`config.mk`:
```
export PLATFORM = sky130hd
export DESIGN_NAME = bfv_plane_eval
export DESIGN_NICKNAME = d
export VERILOG_FILES = /design/src/rtl/core/bfv_pkg.sv /design/src/rtl/core/bfv_plane_eval.sv
export SDC_FILE = /design/constraint.sdc
export NUM_CORES = 2
export LEC_CHECK = 0
export BUFFER_PORTS_ARGS = -buffer_cell sky130_fd_sc_hd__buf_2
export CORE_MARGIN = 2
export CORE_UTILIZATION = 70
export DETAILED_ROUTE_END_ITERATION = 10
export PLACE_DENSITY = 0.92
export SLEW_MARGIN = 25
export SYNTH_ARGS = -nofsm -noshare
export SYNTH_HDL_FRONTEND = slang
export SYNTH_SLANG_ARGS = --single-unit
```
`constraint.sdc`:
```
create_clock -name i_clk -period 10.9 [get_ports i_clk]
set_input_delay 0 -clock i_clk [delete_from_list [all_inputs] [get_ports i_clk]]
set_output_delay 0 -clock i_clk [all_outputs]
set_load 0.01 [all_outputs]
```
`src/rtl/core/bfv_pkg.sv`:
```
// Shared types, widths and register codes for the box frustum visibility test.
package bfv_pkg;

    // Coordinate and plane coefficient formats
    localparam int COORD_W     = 24;
    localparam int COEF_W      = 12;
    localparam int OFFS_W      = 28;
    localparam int PROD_W      = COORD_W + COEF_W;
    localparam int OFFS_SHIFT  = 10;
    localparam int SUM_W       = 39;
    localparam int PLANE_W     = 64;
    localparam int PLANE_COUNT = 6;

    // Field positions inside one packed plane word
    localparam int A_LSB = 52;
    localparam int B_LSB = 40;
    localparam int C_LSB = 28;

    // Configuration port geometry: one 64-bit register every 8 bytes
    localparam int ADDR_W      = 6;
    localparam int CFG_IDX_LSB = 3;
    localparam int CFG_IDX_W   = ADDR_W - CFG_IDX_LSB;

    typedef enum logic [CFG_IDX_W-1:0] {
        REG_LEFT   = 3'd0,
        REG_RIGHT  = 3'd1,
        REG_BOTTOM = 3'd2,
        REG_TOP    = 3'd3,
        REG_NEAR   = 3'd4,
        REG_FAR    = 3'd5
    } t_reg_idx;

    typedef logic [PLANE_COUNT-1:0][PLANE_W-1:0] t_plane_set;

    typedef struct packed {
        logic signed [COORD_W-1:0] min_x;
        logic signed [COORD_W-1:0] min_y;
        logic signed [COORD_W-1:0] min_z;
        logic signed [COORD_W-1:0] max_x;
        logic signed [COORD_W-1:0] max_y;
        logic signed [COORD_W-1:0] max_z;
    } t_box;

    // Load enables for the plane evaluation stages
    typedef struct packed {
        logic load2;
        logic load3;
    } t_pipe_en;

endpackage

```
`src/rtl/core/bfv_plane_eval.sv`:
```
// One plane: positive-vertex selection, products, and the registered sign test.
module bfv_plane_eval import bfv_pkg::*; (
    input  logic                i_clk,
    input  logic [PLANE_W-1:0]  i_plane,
    input  t_box                i_box,
    input  t_pipe_en            i_en,
    output logic                o_behind
);

    logic signed [COEF_W-1:0]  w_a, w_b, w_c;
    logic signed [OFFS_W-1:0]  w_d;
    logic signed [COORD_W-1:0] w_px, w_py, w_pz;
    logic signed [PROD_W-1:0]  n_prod_x, n_prod_y, n_prod_z;
    logic signed [PROD_W-1:0]  r_prod_x, r_prod_y, r_prod_z;
    logic signed [OFFS_W-1:0]  r_d;
    logic                      r_skip;
    logic signed [SUM_W-1:0]   w_sum;
    logic                      r_behind;

    // Unpack coefficients
    assign w_a = i_plane[A_LSB +: COEF_W];
    assign w_b = i_plane[B_LSB +: COEF_W];
    assign w_c = i_plane[C_LSB +: COEF_W];
    assign w_d = i_plane[OFFS_W-1:0];

    // Pick the corner farthest along the normal
    assign w_px = w_a[COEF_W-1] ? i_box.min_x : i_box.max_x;
    assign w_py = w_b[COEF_W-1] ? i_box.min_y : i_box.max_y;
    assign w_pz = w_c[COEF_W-1] ? i_box.min_z : i_box.max_z;

    // Exact products, each fits the full product width
    assign n_prod_x = PROD_W'(w_a) * PROD_W'(w_px);
    assign n_prod_y = PROD_W'(w_b) * PROD_W'(w_py);
    assign n_prod_z = PROD_W'(w_c) * PROD_W'(w_pz);

    // Stage 2: hold products, offset and the skip flag
    always_ff @(posedge i_clk) begin
        if (i_en.load2) begin
            r_prod_x <= n_prod_x;
            r_prod_y <= n_prod_y;
            r_prod_z <= n_prod_z;
            r_d      <= w_d;
            r_skip   <= (w_a == '0) && (w_b == '0) && (w_c == '0);
        end
    end

    // Signed distance with the offset aligned to the product fraction
    assign w_sum = SUM_W'(r_prod_x) + SUM_W'(r_prod_y) + SUM_W'(r_prod_z)
                 + (SUM_W'(r_d) <<< OFFS_SHIFT);

    // Stage 3: box lies wholly behind a non-degenerate plane
    always_ff @(posedge i_clk) begin
        if (i_en.load3) begin
            r_behind <= w_sum[SUM_W-1] && !r_skip;
        end
    end

    assign o_behind = r_behind;

endmodule

```
=== Yosys cells after proc, flatten, opt, wreduce, memory -nomap -nowiden ===
Cells that the tools add are included.

* Register bits: 138
* Latch bits: 0
* Memory bits (writable): 0
* Memory bits (read-only): 0
* Input port bits: 211
* Output and inout bits: 1
* Word-level logic and storage cells: 22
* Memories kept: 0

* $add $sub $neg: 3
* Multipliers: 3
* Divide/modulo/power cells: 0
* Magnitude comparators: 0
* Equality and inequality tests: 0
* Shifts and indexed selects: 0
* Muxes and demuxes: 3
* Bitwise operators: 0
* Reductions and logical operators: 7

{| class="wikitable"
|+ Operators with widths
! cell !! number
|-
| multiplier 12 x 24 -> 36 bit || 3
|-
| 2-to-1 mux 24 bit || 3
|-
| adder 38 x 38 -> 39 bit || 1
|-
| adder 37 x 36 -> 38 bit || 1
|-
| adder 36 x 36 -> 37 bit || 1
|-
| logical NOT 12 bit || 3
|-
| logical AND 1 bit || 3
|-
| logical NOT 1 bit || 1
|}

=== Logic depth before layout (Yosys ltp) ===
* Depth in word-level cells: 4
* Gate-level depth with buffers: 24
* Depth with buffers taken out: 21

=== Worst setup path before layout ===
OpenSTA, ideal clock, no wires.

* Kind: input-to-reg
* Start: input port i_plane[51]
* End: register r_prod_y[32], data pin
* Arrival time: 5.381 ns
* Setup slack: 5.255 ns
* Stages: 22
* Cells stage by stage: buf_1 -> mux2_2 -> clkbuf_1 -> and2_1 -> fa_1 -> inv_1 -> fa_1 -> inv_1 -> fa_1 -> fa_1 -> inv_1 -> fa_1 -> inv_1 -> ha_1 -> nor3_1 -> nor2_1 -> or2_2 -> o311a_1 -> o31a_1 -> o211ai_1 -> a32oi_1 -> xor2_1

* Word-level cells in the longest chain between the ends: 2

{| class="wikitable"
|+ Ends and longest elaborated chain
! element !! line !! source
|-
| from (decl) || bfv_plane_eval.sv:4 || <nowiki>input logic [PLANE_W-1:0] i_plane,</nowiki>
|-
| 2-to-1 mux 24 bit || bfv_plane_eval.sv:28 || <nowiki>assign w_py = w_b[COEF_W-1] ? i_box.min_y : i_box.max_y;</nowiki>
|-
| multiplier 12 x 24 -> 36 bit * || bfv_plane_eval.sv:33 || <nowiki>assign n_prod_y = PROD_W'(w_b) * PROD_W'(w_py);</nowiki>
|-
| via n_prod_y[32] || bfv_plane_eval.sv:13 || <nowiki>logic signed [PROD_W-1:0] n_prod_x, n_prod_y, n_prod_z;</nowiki>
|-
| to (signal assigned) || bfv_plane_eval.sv:40 || <nowiki>r_prod_y <= n_prod_y;</nowiki>
|-
| to (decl) || bfv_plane_eval.sv:14 || <nowiki>logic signed [PROD_W-1:0] r_prod_x, r_prod_y, r_prod_z;</nowiki>
|}

Mark *: on every way through the listed nets, which the timed path passes. The rest lies on a longest branch.
A chain may end at the register's enable or synchronous reset.

=== Final worst setup path ===
* Start: input port i_plane[63]
* End: register r_prod_x[35], data pin

* Word-level cells in the longest chain between the ends: 2

{| class="wikitable"
|+ Ends and longest elaborated chain
! element !! line !! source
|-
| 2-to-1 mux 24 bit || bfv_plane_eval.sv:27 || <nowiki>assign w_px = w_a[COEF_W-1] ? i_box.min_x : i_box.max_x;</nowiki>
|-
| multiplier 12 x 24 -> 36 bit * || bfv_plane_eval.sv:32 || <nowiki>assign n_prod_x = PROD_W'(w_a) * PROD_W'(w_px);</nowiki>
|-
| via n_prod_x[35] || bfv_plane_eval.sv:13 ||
|-
| to (signal assigned) || bfv_plane_eval.sv:39 || <nowiki>r_prod_x <= n_prod_x;</nowiki>
|-
| to (decl) || bfv_plane_eval.sv:14 ||
|}

Marked as above.

==> impl_summary.txt <==
----------------------------------------------------
[Final layout]
  Total Nets Final ... 5,287
  Layout Cell Area excl Fill ... ~0.039 mm2
  Growth of design area from synthesis to finish ... 6.035%
  Filler cell count in the final layout ... 3,070
  Share of layout cells above drive strength 1 ... 0.08411
  Final core utilization ... 0.7480

[Synth]
  Area leader, netlist ... fa_1
  Yosys warning count ... 0
  Cell variety after synth ... 72
  Ranking of synthesized cells by instance count ... inv_1 (920), fa_1 (837), nand2_1 (616), ha_1 (269), and2_1 (207)
  Number of flip-flops and latches in the synthesized netlist ... 138
  Prevailing post-synth register cell ... edfxtp_1
  Largest cells by area after synthesis ... fa_1 (45%), edfxtp_1 (11%), inv_1 (9.4%)
  Sequential area share after synthesis ... 0.1122
  Fraction of registers with async set/reset ... 0
  Synthesized Nets ... 5,191
  Syn_area_per_cell ... around 9.5 um2
  Library cell with the highest instance count after synthesis ... inv_1
  Mapped Cells ... 3,874
  Netlist Area Pre-Place ... approximately 0.037 mm2
  Number of enable-type register cells in the synthesized netlist ... 138
  Fraction of synthesized cell area taken by the top area cell type ... 0.4538

[Route]
  Total routed wirelength ... 95,670 um
  Via density per instance ... between 6 and 7
  Overall via count from detail_route ... 28,360
  DRC violation total after the first TritonRoute iteration ... 2,784
  Post-detailed-route DRC marker count ... 0
  Final routed wire length divided by cell count ... around 20 um
  1st-pass router iterations ... 7
  Post-route ant nets ... 0

[Floorplanning]
  Initial cell density of the core ... 0.7055
  I/O pin total ... 212
  Number of rows created at floorplan ... 84
  Die outline width ... roughly 230 um
  Total die area ... 0.05460 mm2
  Core Area ... 0.05234 mm2
  DIE HEIGHT ... roughly 230 um

[Clocking]
  Hold buffers post-CTS ... 29
  Maximum buffer depth of the clock tree ... 2
  Clock buffers created by TritonCTS ... 17
  Clock latency of the later-clocked register in the worst-skew pair ... 0.45 ns
  Post-CTS Setup Bufs ... 0
  Root cell of the clock tree ... clkbuf_16
  Resized Gates After CTS ... 0
  Total number of clock tree sinks ... 138
  CTS clk-pin slew, worst paths ... about 0.070 ns
  CTS tree ... done
  H-Tree Level Count ... 4

[Worst setup path]
  Peak fanout along the critical path ... 31
  Category of the worst setup path capture point ... flip-flop
  Data arrival time of the critical path ... 6.36 ns
  Worst endpoint required time ... 11.07 ns
  Critical Setup Path Class ... in -> reg
  Type of origin of the critical path ... primary input

[Timing]
  Worst Tran Pin Value ... 1.003 ns
  Final sum of negative setup slack ... 0 ns
  Unrepaired setup endpoints after global routing ... false
  Achievable clock frequency ... 161.6 MHz
  Final Hold Vio Count ... 0
  Time the worst path needs with I/O delays and setup ... about 6.2 ns
  Final setup violation count ... 0
  Worst slew margin relative to its limit ... 0.3252
  Max Clock Skew ... 0.009257 ns
  Count of final max-slew check failures ... 0
  Final period util ... 0.5677
  Worst slack on hold paths ... 0.03665 ns

[Placement]
  Detailed Place HPWL ... 73,690 um
  Placed cell area ... 0.03823 mm2
  Final weighted congestion of routability-driven global placement ... ~0.93
  Total of buffers placed on input and output ports ... 211

[Worst hold path]
  Path type of the worst min-delay path ... in -> reg

[GRT]
  Total congestion overflow after global routing ... 0
  Initial antenna violation count ... 7
  Number of global-route vias before repair ... between 30,000 and 40,000
  Pin count of the biggest net entering global routing ... 79
  Overall track demand over capacity in global routing ... 0.3694
  First-pass GRT wire length ... 155,000 um

[Status]
  Run status ... finished clean

[Run]
  Count of max-cap constraint violations ... 0

----------------------------------------------------
## per-stage QoR
step / worst slack (ns) / cells
2_1_floorplan: 5.255 / 3874
3_3_place_gp: 4.814 / 4609
3_5_place_dp: 4.560 / 4609
4_1_cts: 4.922 / 4670
5_1_grt: 4.399 / 4671
6_report: 4.712 / 4673
## cell type report
type | instances | area [um2] | area share
Multi-Input combinational cell | 2651 | 28710 | 0.7333
Clock inverter | 14 | 162.7 | 0.004154
Clock buffer | 18 | 429.2 | 0.01096
Antenna cell | 2 | 5.005 | 0.0001278
Sequential cell | 138 | 4144 | 0.1058
Tap cell | 688 | 860.8 | 0.02199
Inverter | 920 | 3453 | 0.08820
Timing Repair Buffer | 242 | 1388 | 0.03544
## flip-flops by register name (all words and copies together), names as in the netlist
| signal | flops |
|---|---|
| r_d | 28 |
| r_prod_z | 36 |
| o_behind | 1 |
| r_skip | 1 |
| r_prod_x | 36 |
| r_prod_y | 36 |
## routing by layer
metal  wire [um]  vias to the layer above  track usage
li1            -                    11800            -
met1       31960                    13980       0.4497
met2       45570                     1961       0.5992
met3       10380                      606      0.08569
met4        7686                       10       0.2300
met5          68                        -            0
## kinds of logic after synthesis
kind of cell    after synthesis  synth area share
fa+ha+maj                  1106            0.5449
buf+inv                    1085            0.1103
simple gates               1084            0.1340
compound gates              291           0.05320
flops                       138            0.1122
xor+xnor                     95           0.02253
mux                          75           0.02277
## cells in the final DEF, fill, tap and decap left out, types with 12 or more instances in the layout
| cell | count |
|---|---|
| nor2_1 | 117 |
| o211ai_1 | 12 |
| buf_2 | 210 |
| fa_1 | 837 |
| o21a_1 | 13 |
| o21ai_0 | 42 |
| nand2_1 | 616 |
| dlygate4sd3_1 | 29 |
| edfxtp_1 | 138 |
| and2_1 | 207 |
| a21o_1 | 49 |
| clkbuf_16 | 17 |
| nor3_1 | 13 |
| nand3_1 | 21 |
| xnor2_1 | 76 |
| nor2b_1 | 18 |
| ha_1 | 269 |
| nor4_1 | 13 |
| nand2b_1 | 33 |
| mux2_2 | 72 |
| inv_1 | 920 |
| a21oi_1 | 80 |
| a211oi_1 | 18 |
| xor2_1 | 19 |
## critical path: stages
cell and delay, ns:
buf_2 0.61, mux2_2 0.56, nand2_1 0.16, inv_1 0.12, fa_1 0.72, inv_1 0.15, fa_1 0.50, inv_1 0.12
fa_1 0.67, inv_1 0.13, fa_1 0.53, inv_1 0.08, fa_1 0.45, ha_1 0.43, a21oi_1 0.20, o21bai_1 0.12
and3_1 0.20, a2111oi_0 0.42, o211ai_1 0.17
## path summary, 6_finish.rpt
check / endpoint / cells past startpoint / slack [ns] / from
hold reg to reg: o_behind / 3 / 1.18 / r_skip
setup reg to reg: o_behind / 11 / 7.04 / r_prod_y[23]
setup / recovery: r_prod_x[35] / 19 / 4.71 / i_plane[63]
hold / removal: r_d[12] / 1 / 0.04 / i_en[1]
Power is not shown: default switching activity piles up to over one toggle a cycle in this logic, so the estimate is an artifact.
